File: config.mk
export PLATFORM = sky130hd
export DESIGN_NAME = tfn_norm
export DESIGN_NICKNAME = d
export VERILOG_FILES = /design/src/tfn_pkg.sv /design/src/tfn_norm.sv
export VERILOG_INCLUDE_DIRS = /design/src /design/src/src
export SDC_FILE = /design/constraint.sdc
export NUM_CORES = 2
export LEC_CHECK = 0
export ABC_AREA = 1
export BUFFER_PORTS_ARGS = -buffer_cell sky130_fd_sc_hd__buf_2
export CAP_MARGIN = 20
export CORE_ASPECT_RATIO = 0.5
export CORE_MARGIN = 8
export CORE_UTILIZATION = 46
export DETAILED_ROUTE_END_ITERATION = 7
export PLACE_DENSITY = 0.72
export SLEW_MARGIN = 15
export SYNTH_ARGS = -nofsm -noshare
export SYNTH_HDL_FRONTEND = slang
export SYNTH_SLANG_ARGS = --single-unit
File: constraint.sdc
create_clock -name clock -period 27.8 [get_ports clock]
set_input_delay 5.56 -clock clock [delete_from_list [all_inputs] [get_ports clock]]
set_output_delay 5.56 -clock clock [all_outputs]
set_load 0.1 [all_outputs]
File: src/triangle_face_normal_unit_macros.svh
// ---------------------------------------------------------------------------
// Assertion macros for the triangle face normal unit
// ---------------------------------------------------------------------------
`ifndef TRIANGLE_FACE_NORMAL_UNIT_MACROS_SVH
`define TRIANGLE_FACE_NORMAL_UNIT_MACROS_SVH

// Check a property on every clock edge outside reset.
`define TFN_ASSERT(label, clk, rst, prop, msg) \
   label: assert property (@(posedge clk) disable iff (rst) (prop)) else $error(msg);

// Check that one condition implies another on the next edge.
`define TFN_ASSERT_NEXT(label, clk, rst, pre, post, msg) \
   label: assert property (@(posedge clk) disable iff (rst) (pre) |=> (post)) \
      else $error(msg);

`endif

File: src/tfn_pkg.sv
// ---------------------------------------------------------------------------
// tfn_pkg
// Shared types and constants of the triangle face normal unit.
// ---------------------------------------------------------------------------
`default_nettype none
package tfn_pkg;
   localparam int LAYERS_DEF        = 4;
   localparam int MAX_VERTICES_DEF  = 1024;
   localparam int MAX_TRIANGLES_DEF = 1024;
   localparam int FRAC_BITS_DEF     = 16;
   localparam int COORD_W = 24;
   localparam int SUM_W   = 48;
   localparam int NORM_W  = 18;
   localparam int IDX_W   = 10;

   typedef enum logic [1:0] {
      OP_ADD_VERTEX   = 2'd0,
      OP_ADD_TRIANGLE = 2'd1,
      OP_CLEAR        = 2'd2,
      OP_NONE         = 2'd3
   } opcode_type;

   // Request into the arithmetic unit
   typedef struct packed {
      logic                      start;
      logic signed [49:0]        cx;
      logic signed [49:0]        cy;
      logic signed [49:0]        cz;
   } norm_req_type;

   typedef struct packed {
      logic                      done;
      logic                      busy;
      logic                      degenerate;
      logic [NORM_W-1:0]         nx;
      logic [NORM_W-1:0]         ny;
      logic [NORM_W-1:0]         nz;
   } norm_rsp_type;
endpackage
`default_nettype wire

File: src/tfn_norm.sv
// ---------------------------------------------------------------------------
// tfn_norm
// Normalizes a cross product: shift, sum of squares over a shared
// multiplier, bit-serial square root and bit-serial divides.
// ---------------------------------------------------------------------------
`default_nettype none
module tfn_norm #(
   parameter int FRAC_BITS = tfn_pkg::FRAC_BITS_DEF
) (
   input  wire logic                  clock,
   input  wire logic                  reset,
   input  wire tfn_pkg::norm_req_type req,
   output tfn_pkg::norm_rsp_type      rsp
);
   import tfn_pkg::*;

   localparam int DW = 31 + FRAC_BITS + 1;
   localparam logic [16:0] NMAX = 17'h1FFFF;

   typedef enum logic [6:0] {
      S_IDLE  = 7'b0000001,
      S_SHIFT = 7'b0000010,
      S_SQ    = 7'b0000100,
      S_SQRT  = 7'b0001000,
      S_DIV   = 7'b0010000,
      S_STORE = 7'b0100000,
      S_DONE  = 7'b1000000
   } state_type;

   state_type         state_ff, state_in;
   logic [49:0]       m_ff [3];
   logic [49:0]       m_in [3];
   logic [2:0]        neg_ff, neg_in;
   logic [63:0]       acc_ff, acc_in;
   logic [63:0]       rem_ff, rem_in;
   logic [31:0]       root_ff, root_in;
   logic [1:0]        sel_ff, sel_in;
   logic [5:0]        cnt_ff, cnt_in;
   logic [DW-1:0]     num_ff, num_in;
   logic [DW-1:0]     quo_ff, quo_in;
   logic [33:0]       drem_ff, drem_in;
   logic [NORM_W-1:0] n_ff [3];
   logic [NORM_W-1:0] n_in [3];
   logic              deg_ff, deg_in;

   logic [30:0] mul_a;
   logic [61:0] mul_p;
   logic [33:0] dtrial;
   logic [NORM_W-1:0] field;
   logic [DW-1:0] qmag;

   assign mul_a = m_ff[sel_ff][30:0];
   assign mul_p = mul_a * mul_a;
   assign dtrial = {drem_ff[32:0], num_ff[DW-1]};
   assign qmag = quo_ff;

   always_comb begin
      logic [16:0] sat;
      sat = (qmag > DW'(NMAX)) ? NMAX : qmag[16:0];
      field = neg_ff[sel_ff] ? NORM_W'(-{1'b0, sat}) : NORM_W'({1'b0, sat});
   end

   always_comb begin
      logic [63:0] r2;
      logic [63:0] t;
      logic [1:0]  pair;
      state_in = state_ff;
      m_in = m_ff;
      neg_in = neg_ff;
      acc_in = acc_ff;
      rem_in = rem_ff;
      root_in = root_ff;
      sel_in = sel_ff;
      cnt_in = cnt_ff;
      num_in = num_ff;
      quo_in = quo_ff;
      drem_in = drem_ff;
      n_in = n_ff;
      deg_in = deg_ff;
      r2 = '0;
      t = '0;
      pair = '0;
      unique case (state_ff)
         S_IDLE: begin
            if (req.start) begin
               neg_in = {req.cz[49], req.cy[49], req.cx[49]};
               m_in[0] = req.cx[49] ? 50'(-req.cx) : 50'(req.cx);
               m_in[1] = req.cy[49] ? 50'(-req.cy) : 50'(req.cy);
               m_in[2] = req.cz[49] ? 50'(-req.cz) : 50'(req.cz);
               if (req.cx == '0 && req.cy == '0 && req.cz == '0) begin
                  deg_in = 1'b1;
                  neg_in = '0;
                  quo_in = DW'(1) << FRAC_BITS;
                  sel_in = '0;
                  state_in = S_STORE;
               end else begin
                  deg_in = 1'b0;
                  state_in = S_SHIFT;
               end
            end
         end
         S_SHIFT: begin
            // shift right until largest below 2^31
            if ((m_ff[0][49:31] | m_ff[1][49:31] | m_ff[2][49:31]) != '0) begin
               m_in[0] = m_ff[0] >> 1;
               m_in[1] = m_ff[1] >> 1;
               m_in[2] = m_ff[2] >> 1;
            end else begin
               acc_in = '0;
               sel_in = '0;
               state_in = S_SQ;
            end
         end
         S_SQ: begin
            acc_in = acc_ff + 64'(mul_p);
            if (sel_ff == 2'd2) begin
               sel_in = '0;
               cnt_in = 6'd31;
               rem_in = '0;
               root_in = '0;
               state_in = S_SQRT;
            end else begin
               sel_in = sel_ff + 2'd1;
            end
         end
         S_SQRT: begin
            // one result bit per cycle, two radicand bits in
            pair = acc_ff[63:62];
            r2 = {rem_ff[61:0], pair};
            t = {30'd0, root_ff, 2'b01};
            acc_in = acc_ff << 2;
            if (r2 >= t) begin
               rem_in = r2 - t;
               root_in = {root_ff[30:0], 1'b1};
            end else begin
               rem_in = r2;
               root_in = {root_ff[30:0], 1'b0};
            end
            if (cnt_ff == '0) begin
               sel_in = '0;
               state_in = S_DIV;
               cnt_in = 6'(DW);
               num_in = (DW'(m_ff[0][30:0]) << FRAC_BITS)
                        + DW'(root_in[31:1]);
               drem_in = '0;
               quo_in = '0;
            end else begin
               cnt_in = cnt_ff - 6'd1;
            end
         end
         S_DIV: begin
            if (cnt_ff == '0) begin
               state_in = S_STORE;
            end else begin
               if (dtrial >= {2'b00, root_ff}) begin
                  drem_in = dtrial - {2'b00, root_ff};
                  quo_in = {quo_ff[DW-2:0], 1'b1};
               end else begin
                  drem_in = dtrial;
                  quo_in = {quo_ff[DW-2:0], 1'b0};
               end
               num_in = num_ff << 1;
               cnt_in = cnt_ff - 6'd1;
            end
         end
         S_STORE: begin
            n_in[sel_ff] = field;
            if (deg_ff) begin
               n_in[0] = field;
               n_in[1] = field;
               n_in[2] = field;
               state_in = S_DONE;
            end else if (sel_ff == 2'd2) begin
               state_in = S_DONE;
            end else begin
               sel_in = sel_ff + 2'd1;
               num_in = (DW'(m_ff[sel_in][30:0]) << FRAC_BITS)
                        + DW'(root_ff[31:1]);
               drem_in = '0;
               quo_in = '0;
               cnt_in = 6'(DW);
               state_in = S_DIV;
            end
         end
         S_DONE: state_in = S_IDLE;
         default: state_in = S_IDLE;
      endcase
   end

   always_ff @(posedge clock) begin
      if (reset) begin
         state_ff <= S_IDLE;
      end else begin
         state_ff <= state_in;
      end
      m_ff <= m_in;
      neg_ff <= neg_in;
      acc_ff <= acc_in;
      rem_ff <= rem_in;
      root_ff <= root_in;
      sel_ff <= sel_in;
      cnt_ff <= cnt_in;
      num_ff <= num_in;
      quo_ff <= quo_in;
      drem_ff <= drem_in;
      n_ff <= n_in;
      deg_ff <= deg_in;
   end

   assign rsp.done = (state_ff == S_DONE);
   assign rsp.busy = (state_ff != S_IDLE);
   assign rsp.degenerate = deg_ff;
   assign rsp.nx = n_ff[0];
   assign rsp.ny = n_ff[1];
   assign rsp.nz = n_ff[2];

`include "triangle_face_normal_unit_macros.svh"
   `TFN_ASSERT(a_start_idle, clock, reset, !(req.start && state_ff != S_IDLE), "start while busy")
   `TFN_ASSERT_NEXT(a_done_idle, clock, reset, state_ff == S_DONE, state_ff == S_IDLE, "done stuck")
   `TFN_ASSERT(a_onehot, clock, reset, $onehot(state_ff), "state not one-hot")
endmodule
`default_nettype wire
==> run metrics <==
outcome=finished, final reports clean; Detail Route Antenna Nets=0; initial antenna violation count=14; Post-CTS Setup Repair Bufs=0; most common cell in the netlist=nand2_1; RSZ-0062 raised after global routing=false; CP dominant cell by count=fa_1; Max transition margin=24.9%; Post-synth top cells=2120 x nand2_1, 1644 x inv_1, 903 x nor2_1; Final Cycle Share=37.4%; WP data required=28.20 ns; Mapped Area=65300 sq um; adder-cell share of the synthesized area=31.7%; crit path DAT=10.79 ns; CP max stage delay=0.71 ns; Post-synth EDFFs=503; worst skew pair latency=0.67 ns; Longest Clk Path Bufs=3; Iteration-0 DRC Markers=5749; post_cts resized=0; Syn. warnings=0; fin crit period=10.39 ns; Synth Area per Inst=7.73 sq um; top_reg_cell synth=edfxtp_1; GRT Overall Usage=24.9%; initial core utilization=46.5%; Synth Instances=8453; Final Wtd Congestion=0.998; Startpoint Class=flip-flop; count of final max-slew check failures=0; FP Rows=97; ys async rst share=0%; CTS tree=yes; clock slew at reported path FFs=0.07 ns; fill count=13519; Setup violations, final=0; I/O pin count=210; Crit Path Class=flip-flop to flip-flop; setup tns final=0 ns; FMAX=0.0962 GHz; die height=282 microns; nets=9862; cts hold-fix bufs=0; die width=549 microns; Via density=5.39; drt total wl=196000 microns; Area growth, synth to finish=7.53%; post-synthesis simple-gate area fraction=23.7%; number of distinct library cells after synthesis=57; Clock Sinks=510; biggest area consumer among synthesized cells=fa_1; post-synthesis mux area share=0.0345%; Core Area=140000 sq um; Synth Register Bits=510; CP max-delay cell=edfxtp_1; Post-DP HPWL=158000 microns; Yosys top cell area share=24.9%; Root Buffer Master=clkbuf_16; CTS buffer count=56; # port buffers=209; xor/xnor share of the synthesized area=2.37%; max cap viols=0; post-route DRC violation count=0; hold crit path type=flip-flop to flip-flop; Worst Skew=0.0405 ns; pin count of the biggest net entering global routing=111; largest family of logic cells by synthesized area=adder cells; complex-gate fraction of the synthesized area=7.67%; vias in the first global route=55751; top area cells in the synthesized netlist=fa_1 25%, edfxtp_1 23%, nand2_1 12%, inv_1 9.4%, ha_1 6.8%; post-synthesis sequential area ratio=23.3%; H-tree levels=2; DRT Pass-1 Iters=6; worst-path maximum fanout=31; total global routing overflow=0; post-layout util=50.0%; layout cells sized above 1=5.33%; crit end category=flip-flop; wire per inst=18.7 microns; vias=56474; worst-margin pin slew=1.13 ns; Die ar.=155000 sq um; Syn Nets=9774; first-pass GRT wire length=308000 microns; Fin. Hold Viols=0
[layout make-up]
class | count | area (sq um) | area share, %
Multi-Input combinational cell | 6046 | 43000 | 61.2
Tap cell | 1881 | 2350 | 3.35
Inverter | 1654 | 6220 | 8.85
Clock buffer | 65 | 1450 | 2.06
Sequential cell | 510 | 15200 | 21.7
Timing Repair Buffer | 273 | 1550 | 2.21
Clock inverter | 37 | 413 | 0.588
Antenna cell | 5 | 12.5 | 0.0178
[state kept, by name, summed over array words and instances, names as in the netlist, 32 cells and up]
register / cells
m_ff: 150
acc_ff: 64
rem_ff: 62
rsp: 54
num_ff: 48
qmag: 48
drem_ff: 33
root_ff: 32
[layout by cell type (no fill, tap or decap), drive strengths merged, types with 10 or more instances in the layout]
master and n:
o22ai 25, buf 273, or2 27, o211ai 19, nor3 85, a21oi 315
inv 1657, fa 812, nand3 446, o21bai 22, a22oi 18, nor2 915
clkinv 21, a31oi 10, clkbuf 65, ha 356, edfxtp 503, xnor2 41
xor2 136, o21a 23, o21ai 470, nor4 27, nand3b 30, nand4 108
nand2 2125
[worst max-delay path: cells and delay by family (launching register included)]
kind                       cells  cell delay, ns
AOI/OAI and AO/OA              2            0.83
and+or+nand+nor               10            1.74
buffers and inverters          8            2.23
adders and majority gates      9            4.49
DFF                            1            0.71
[cell families after synthesis]
family                     count (synthesis)
buffers and inverters                   1897
adders and majority gates               1168
xor gates and xnor gates                 177
AOI/OAI and AO/OA                        927
muxes                                      2
and+or+nand+nor                         3772
DFF                                      510
[metal layers]
layer  track usage (%)  up-vias  part of all wire [%]
li1                  -    26616                     -
met4              5.76        4                   2.4
met1              35.4    27143                    44
met2              40.0     2383                    45
met3              4.37      328                   9.1
met5                 0        -                 0.012
[worst paths after layout]
| kind | startpoint | end | slack, ns | cells past startpoint |
|---|---|---|---|---|
| setup / recovery | sel_ff[1]$_SDFFCE_PN0P_ | acc_ff[50]$_SDFFCE_PN0P_ | 17.41 | 29 |
| hold / removal | num_ff[19]$_DFFE_PP_ | num_ff[20]$_DFFE_PP_ | 0.53 | 2 |
| setup reg to reg | sel_ff[1]$_SDFFCE_PN0P_ | acc_ff[50]$_SDFFCE_PN0P_ | 17.41 | 29 |
| hold reg to reg | num_ff[19]$_DFFE_PP_ | num_ff[20]$_DFFE_PP_ | 0.53 | 2 |
[stage by stage]
stage	worst slack [ns]	cells	hold slack (ns)	instance area, sq um
5_1_grt	17.21	10468	0.548	70200
3_3_place_gp	17.76	10362	0.514	68300
3_5_place_dp	17.73	10363	0.528	68300
2_1_floorplan	17.39	8453	0.511	65300
4_1_cts	17.68	10465	0.534	70200
6_report	17.41	10471	0.533	70200
Power is left out: the tool's default activity adds up to more than one toggle a clock period on the data nets, which glitch-free logic cannot reach.
